<file path="config.mk">
export PLATFORM = sky130hd
export DESIGN_NAME = gvtl_fifo
export DESIGN_NICKNAME = d
export VERILOG_FILES = /design/src/rtl/gvtl_pkg.sv /design/src/rtl/gvtl_fifo.sv
export SDC_FILE = /design/constraint.sdc
export NUM_CORES = 1
export LEC_CHECK = 0
export ABC_AREA = 1
export BUFFER_PORTS_ARGS = -buffer_cell sky130_fd_sc_hd__buf_2
export CORE_MARGIN = 4
export CORE_UTILIZATION = 52
export CTS_CLUSTER_SIZE = 40
export DETAILED_ROUTE_END_ITERATION = 8
export PLACE_DENSITY_LB_ADDON = 0.2
export SLEW_MARGIN = 10
export SYNTH_ARGS = -nofsm -noshare
export SYNTH_HDL_FRONTEND = slang
export SYNTH_SLANG_ARGS = --single-unit
</file>
<file path="constraint.sdc">
create_clock -name clk -period 4.24 [get_ports clk]
set_input_delay 0.212 -clock clk [delete_from_list [all_inputs] [get_ports clk]]
set_output_delay 0.212 -clock clk [all_outputs]
set_load 0.005 [all_outputs]
</file>
<file path="src/rtl/gvtl_pkg.sv">
`default_nettype none
package gvtl_pkg;

  // grid size per axis; cell fields are CELL_W bits wide
  localparam int GRID_NX = 16;
  localparam int GRID_NY = 16;
  localparam int GRID_NZ = 16;
  localparam int CELL_W  = 4;
  localparam int FRAC_W  = 16;
  localparam int QW      = CELL_W + FRAC_W;   // scaled coordinate width
  localparam int PW      = 32 + CELL_W;       // (N-1)*d product width

  // eight parity banks, each holds every other cell along each axis
  localparam int BA_W       = CELL_W - 1;
  localparam int BANK_AW    = 3 * BA_W;
  localparam int BANK_DEPTH = 1 << BANK_AW;
  localparam int NBANK      = 8;

  localparam int FIFO_DEPTH = 4;
  localparam int FIFO_AW    = 2;

  localparam logic CMD_WRITE = 1'b0;
  localparam logic CMD_QUERY = 1'b1;

  typedef enum logic [2:0] {
    REG_READ_EN,
    REG_X_LO,
    REG_X_HI,
    REG_Y_LO,
    REG_Y_HI,
    REG_Z_LO,
    REG_Z_HI
  } reg_idx_t;

  typedef logic [2:0][31:0] vec3_t;   // [0]=x, [1]=y, [2]=z

  typedef struct packed {
    logic             rd_en;
    logic [2:0][31:0] lo;
    logic [2:0][31:0] hi;
  } cfg_t;

  typedef struct packed {
    logic                   cmd;
    logic [2:0][31:0]       pos;
    logic [2:0][CELL_W-1:0] cidx;
    vec3_t                  val;
  } item_t;

  // classified item handed from front to back
  typedef struct packed {
    logic                   cmd;
    logic                   inr;
    logic [2:0][CELL_W-1:0] cidx;
    logic [2:0][FRAC_W-1:0] wt;
    vec3_t                  val;
  } job_t;

  function automatic int grid_n(input int axis);
    case (axis)
      0:       return GRID_NX;
      1:       return GRID_NY;
      default: return GRID_NZ;
    endcase
  endfunction

  // floor((a*(1-w) + b*w)), computed as a + (b-a)*w with an arithmetic shift
  function automatic logic [31:0] blend(input logic [31:0] a, input logic [31:0] b,
                                        input logic [FRAC_W-1:0] w);
    logic signed [32:0]        diff;
    logic signed [33+FRAC_W:0] prod;
    logic signed [33+FRAC_W:0] acc;
    diff = $signed({b[31], b}) - $signed({a[31], a});
    prod = diff * $signed({1'b0, w});
    acc  = $signed({{2{a[31]}}, a, {FRAC_W{1'b0}}}) + prod;
    return acc[FRAC_W+31:FRAC_W];
  endfunction

endpackage
`default_nettype wire

</file>
<file path="src/rtl/gvtl_fifo.sv">
`default_nettype none
module gvtl_fifo (
  input  wire logic          clk,
  input  wire logic          rst_n,
  input  wire logic          push,
  input  wire gvtl_pkg::job_t push_job,
  input  wire logic          pop,
  output gvtl_pkg::job_t     head,
  output logic               full,
  output logic               empty
);
  import gvtl_pkg::*;

  job_t                 mem [FIFO_DEPTH];
  logic [FIFO_AW-1:0]   wp_r, rp_r;
  logic [FIFO_AW:0]     cnt_r;

  assign full  = (cnt_r == (FIFO_AW+1)'(FIFO_DEPTH));
  assign empty = (cnt_r == '0);
  assign head  = mem[rp_r];

  always_ff @(posedge clk) begin
    if (push) begin
      mem[wp_r] <= push_job;
    end
  end

  always_ff @(posedge clk) begin
    if (!rst_n) begin
      wp_r  <= '0;
      rp_r  <= '0;
      cnt_r <= '0;
    end else begin
      if (push) wp_r <= wp_r + 1'b1;
      if (pop)  rp_r <= rp_r + 1'b1;
      if (push && !pop)      cnt_r <= cnt_r + 1'b1;
      else if (pop && !push) cnt_r <= cnt_r - 1'b1;
    end
  end

  a_no_overflow: assert property (@(posedge clk) disable iff (!rst_n) !(push && full))
    else $error("queue push while full");
  a_no_underflow: assert property (@(posedge clk) disable iff (!rst_n) !(pop && empty))
    else $error("queue pop while empty");
  a_cnt_drop: assert property (@(posedge clk) disable iff (!rst_n)
                               (pop && !push) |=> (cnt_r == $past(cnt_r) - 1'b1))
    else $error("queue count did not drop on pop");

endmodule
`default_nettype wire

</file>
# --- Word level (Yosys, flattened, before mapping) ---
# Memories as Yosys holds them, arrays and structs flattened. A register that Yosys moved wholly into a read port is not among the register bits.
# Index checks and enable logic that the tools add are counted.
word_totals:
  ff_bits: 7
  ram_bits: 632
  in_bits: 162
  output_inout_bits: 160
  elab_cells: 21
  n_memories: 1
memory_table:
  columns: ["memory", "depth", "word_bits", "read_ports", "rd_ports_with_merged_regs", "wr", "line_no", "source"]
  rows:
  - ["mem", 4, 158, 1, 1, 1, "gvtl_fifo.sv:14", "job_t mem [FIFO_DEPTH];"]
op_classes:
  add_sub_neg: 4
  eq_ne: 1
  n_mux: 6
  n_reduce_logical: 6
op_table:
  columns: ["op", "n"]
  rows:
  - ["3-bit 2-to-1 mux", 2]
  - ["2-bit by 1-bit adder with 2-bit output, second input constant", 2]
  - ["2-bit 2-to-1 mux", 2]
  - ["3-bit by 1-bit adder with 3-bit output, second input constant", 1]
  - ["3-bit equality test, second input constant", 1]
  - ["3-bit zero test", 1]
  - ["3-bit by 1-bit subtractor with 3-bit output, second input constant", 1]
  - ["1-bit logical AND", 2]
  - ["1-bit zero test", 2]
  - ["1-bit 2-to-1 mux", 2]
  - ["2-bit nonzero test", 1]

# --- Longest topological paths before layout ---
depth:
  word_depth: 4
  ltp_mapped: 10
  ltp_nobuf: 10

# --- Least setup slack after synthesis ---
# OpenSTA, ideal clock, no wires.
synth_timing:
  path_type: "reg-to-reg"
  from: "register wp_r[0]"
  to: "memory mem[2][0] in the netlist's numbering, enable pin"
  setup_time_ns: 0.510
  arrival_time_ns: 3.626
  t_required_ns: 3.730
  setup_slack_ns: 0.103
  path_stages_with_launch: 5
  path_buffers: 0
  synth_period_minus_slack_ns: 4.137
  cell_sequence: "dfxtp_1 > inv_1 > ha_1 > nand2_1 > inv_1"
synth_rtl:
  columns: ["item", "line_no", "source"]
  rows:
  - ["start, declared", "gvtl_fifo.sv:15", "logic [FIFO_AW-1:0] wp_r, rp_r;"]
  - ["start signal, assigned", "gvtl_fifo.sv:34", "if (push) wp_r <= wp_r + 1'b1;"]
  - ["end, declared", "gvtl_fifo.sv:14", null]
# Straight into the memory's write port.

==> flow_metrics.env <==
export IMPL_first_global_vias=14800
export IMPL_p_per_area_nw_per_um2=467
export IMPL_postLayoutCellArea_um2=29300
export IMPL_arrival_ns=3.26
export IMPL_synthCells=1585
export IMPL_cts_tree="built"
export IMPL_cts_buffer_depth=3
export IMPL_dp_cells=2426
export IMPL_vias_per_cell=5.56
export IMPL_start_kind="flip-flop"
export IMPL_crit_slowest_cell="inv_6"
export IMPL_ir_drop_mv=0.424
export IMPL_ys_warn_count=0
export IMPL_cts_hold_buffers=161
export IMPL_drt_iter0_drc=1212
export IMPL_overflow=0
export IMPL_synth_nets=1753
export IMPL_io_buffers=321
export IMPL_final_max_slew_viol_count=0
export IMPL_run_status="completed"
export IMPL_synth_top_area_cell="edfxtp_1"
export IMPL_routedWlPerCell_um=20.3
export IMPL_nNetsFinal=2218
export IMPL_rows=78
export IMPL_cts_inserted_buffers=61
export IMPL_synthTopCellsByArea="edfxtp_1 80%, nor2_1 5.1%, o21ai_0 5.0%, o22ai_1 4.1%, o21ai_1 1.8%"
export IMPL_dr_pass1_iters=5
export IMPL_die_w_um=222
export IMPL_final_util_pct=64.6
export IMPL_post_cts_buffers=0
export IMPL_cts_resized=0
export IMPL_hold_violations=0
export IMPL_h_tree_depth=2
export IMPL_insertion_delay_ns=0.61
export IMPL_grt_max_degree=138
export IMPL_cp_required_ns=4.03
export IMPL_period_needed_ns=3.48
export IMPL_synth_top_cell_area_share_pct=79.6
export IMPL_setup_violations=0
export IMPL_grt_first_pass_wirelength_um=83700
export IMPL_synth_edf_count=632
export IMPL_core_um2=45400
export IMPL_synthArstFlopShare_pct=0
export IMPL_max_slew_worst_pin_slew_ns=1.03
export IMPL_gp_congestion=0.805
export IMPL_track_usage_pct=21.5
export IMPL_min_period_over_period_pct=82.0
export IMPL_synth_most_common_cell="edfxtp_1"
export IMPL_io_pins=322
export IMPL_die_area_um2=49300
export IMPL_cts_reportedPaths_clkPinSlew_ns=0.06
export IMPL_timing_slew_headroom_pct=31.4
export IMPL_antenna_found_initial=3
export IMPL_place_hpwl_um=30000
export IMPL_cts_root_buf="clkbuf_16"
export IMPL_min_path_type="in -> reg"
export IMPL_cp_max_fo=122
export IMPL_syn_to_final_growth_pct=22.9
export IMPL_syn_area_um2=23800
export IMPL_antenna_left=0
export IMPL_power_leakage_uw=0.0103
export IMPL_ys_ff_latch=641
export IMPL_drt_wl_total_um=54800
export IMPL_path_cells="inv_6 > buf_4 > o21ai_0 > o22ai_1 > buf_2"
export IMPL_vias=15000
export IMPL_setup_tns_ns=0
export IMPL_die_h_um=222
export IMPL_rsz0062_at_grt="false"
export IMPL_drc_errors=0
export IMPL_cp_end_kind="output pin"
export IMPL_ys_types=21
export IMPL_yosys_most_used_dff="edfxtp_1"
export IMPL_cp_slowest_stage_delay_ns=0.87
export IMPL_clock_skew_ns=0.0129
export IMPL_drive_above_1_share_pct=20.4
export IMPL_cts_sinks=641
export IMPL_start_util_pct=52.5
export IMPL_finalNonFillerCells=2697
export IMPL_max_freq_mhz=288
export IMPL_maxCapViolCount=0
export IMPL_synth_area_per_cell_um2=15.0
export IMPL_synth_yosys_seq_area_share_pct=80.4
export IMPL_worstSetupPathType="reg -> out"
export IMPL_post_dp_cell_area_um2=25800
export IMPL_yosys_top_cells_count="632 x edfxtp_1, 321 x nor2_1, 237 x o21ai_0"
-- power by group --
| group | switching (µW) | internal [µW] |
|---|---|---|
| Combinational | 777 | 488 |
| Clock | 2180 | 2920 |
| Sequential | 89.0 | 7250 |
-- per-stage QoR --
stage                     setup slack [ns]  hold slack, ns  power [µW]
final                                0.764           0.355       13700
after CTS                            0.703           0.314       13800
after global placement                1.37           0.410        8590
after global routing                 0.536           0.340       14200
after detailed placement              1.39           0.428        8610
after floorplan                      0.103           0.311        8080
-- per-layer routing --
layer	up-vias	share of wire [%]	global-route usage, %
met1	7413	42	29.0
met4	4	2.4	6.44
met5	-	0.038	0
met2	523	49	35.5
li1	6944	-	-
met3	100	7.4	4.96
-- critical path, delay by kind of cell (launching register included) --
kind                   cells  cell delay [ns]
AO/OA/AOI/OAI              2             0.36
flip-flops                 1             0.64
buffers and inverters      3             1.58
-- cells by family after synthesis --
family                     Yosys count  synth area share, %
buffers and inverters              120                 3.02
AOI/OAI and AO/OA                  484                 11.0
and+or+nand+nor                    334                 5.28
adders and majority gates            6                0.346
DFF                                641                 80.4
-- registers in the layout (all words and copies together) (netlist names), named ones only --
register  count
cnt_r         3
rp_r          2
mem         632
wp_r          2
-- worst paths after layout --
path / startpoint / end / slack [ns] / cells past startpoint
hold reg to reg: rp_r[1] / flip-flop / 0.44 / 1
setup / recovery: flip-flop / head[46] / 0.76 / 5
hold / removal: push_job[53] / mem[1][53] / 0.36 / 2
setup reg to reg: wp_r[0] / mem[2][93] / 2.06 / 5
-- area by class of cell --
type / count / area, µm²
diodes: 1 / 2.50
clock buffers: 73 / 1570
clock inverters: 36 / 287
fillers: 3282 / 16100
inverters: 17 / 96.3
multi-input cells: 824 / 3960
flip-flops and latches: 641 / 19200
well taps: 600 / 751
repair buffers: 505 / 3470
-- placed cells by master (no fill, tap or decap) --
master         netlist  layout
buf_4                9      17
inv_1               15      11
nor2_1             321     321
buf_2               40     321
dfxtp_4              0       2
diode_2              0       1
nor3_1               2       2
clkinv_1             0      21
nand2_1              9       9
nand3_1              1       1
a21oi_1              4       4
clkbuf_1            29      12
inv_8                0       1
o21ai_1             85      85
dfxtp_1              9       7
bufinv_16            0       5
clkinv_2             0       8
fa_1                 1       1
clkbuf_16            0      61
ha_1                 5       5
o21ai_0            237     237
edfxtp_1           632     632
buf_12               0       6
inv_6                1       7
o22ai_1            158     158
nand4_1              1       1
dlygate4sd3_1        0     161
Note: power is estimated with default switching activity, not from simulation.
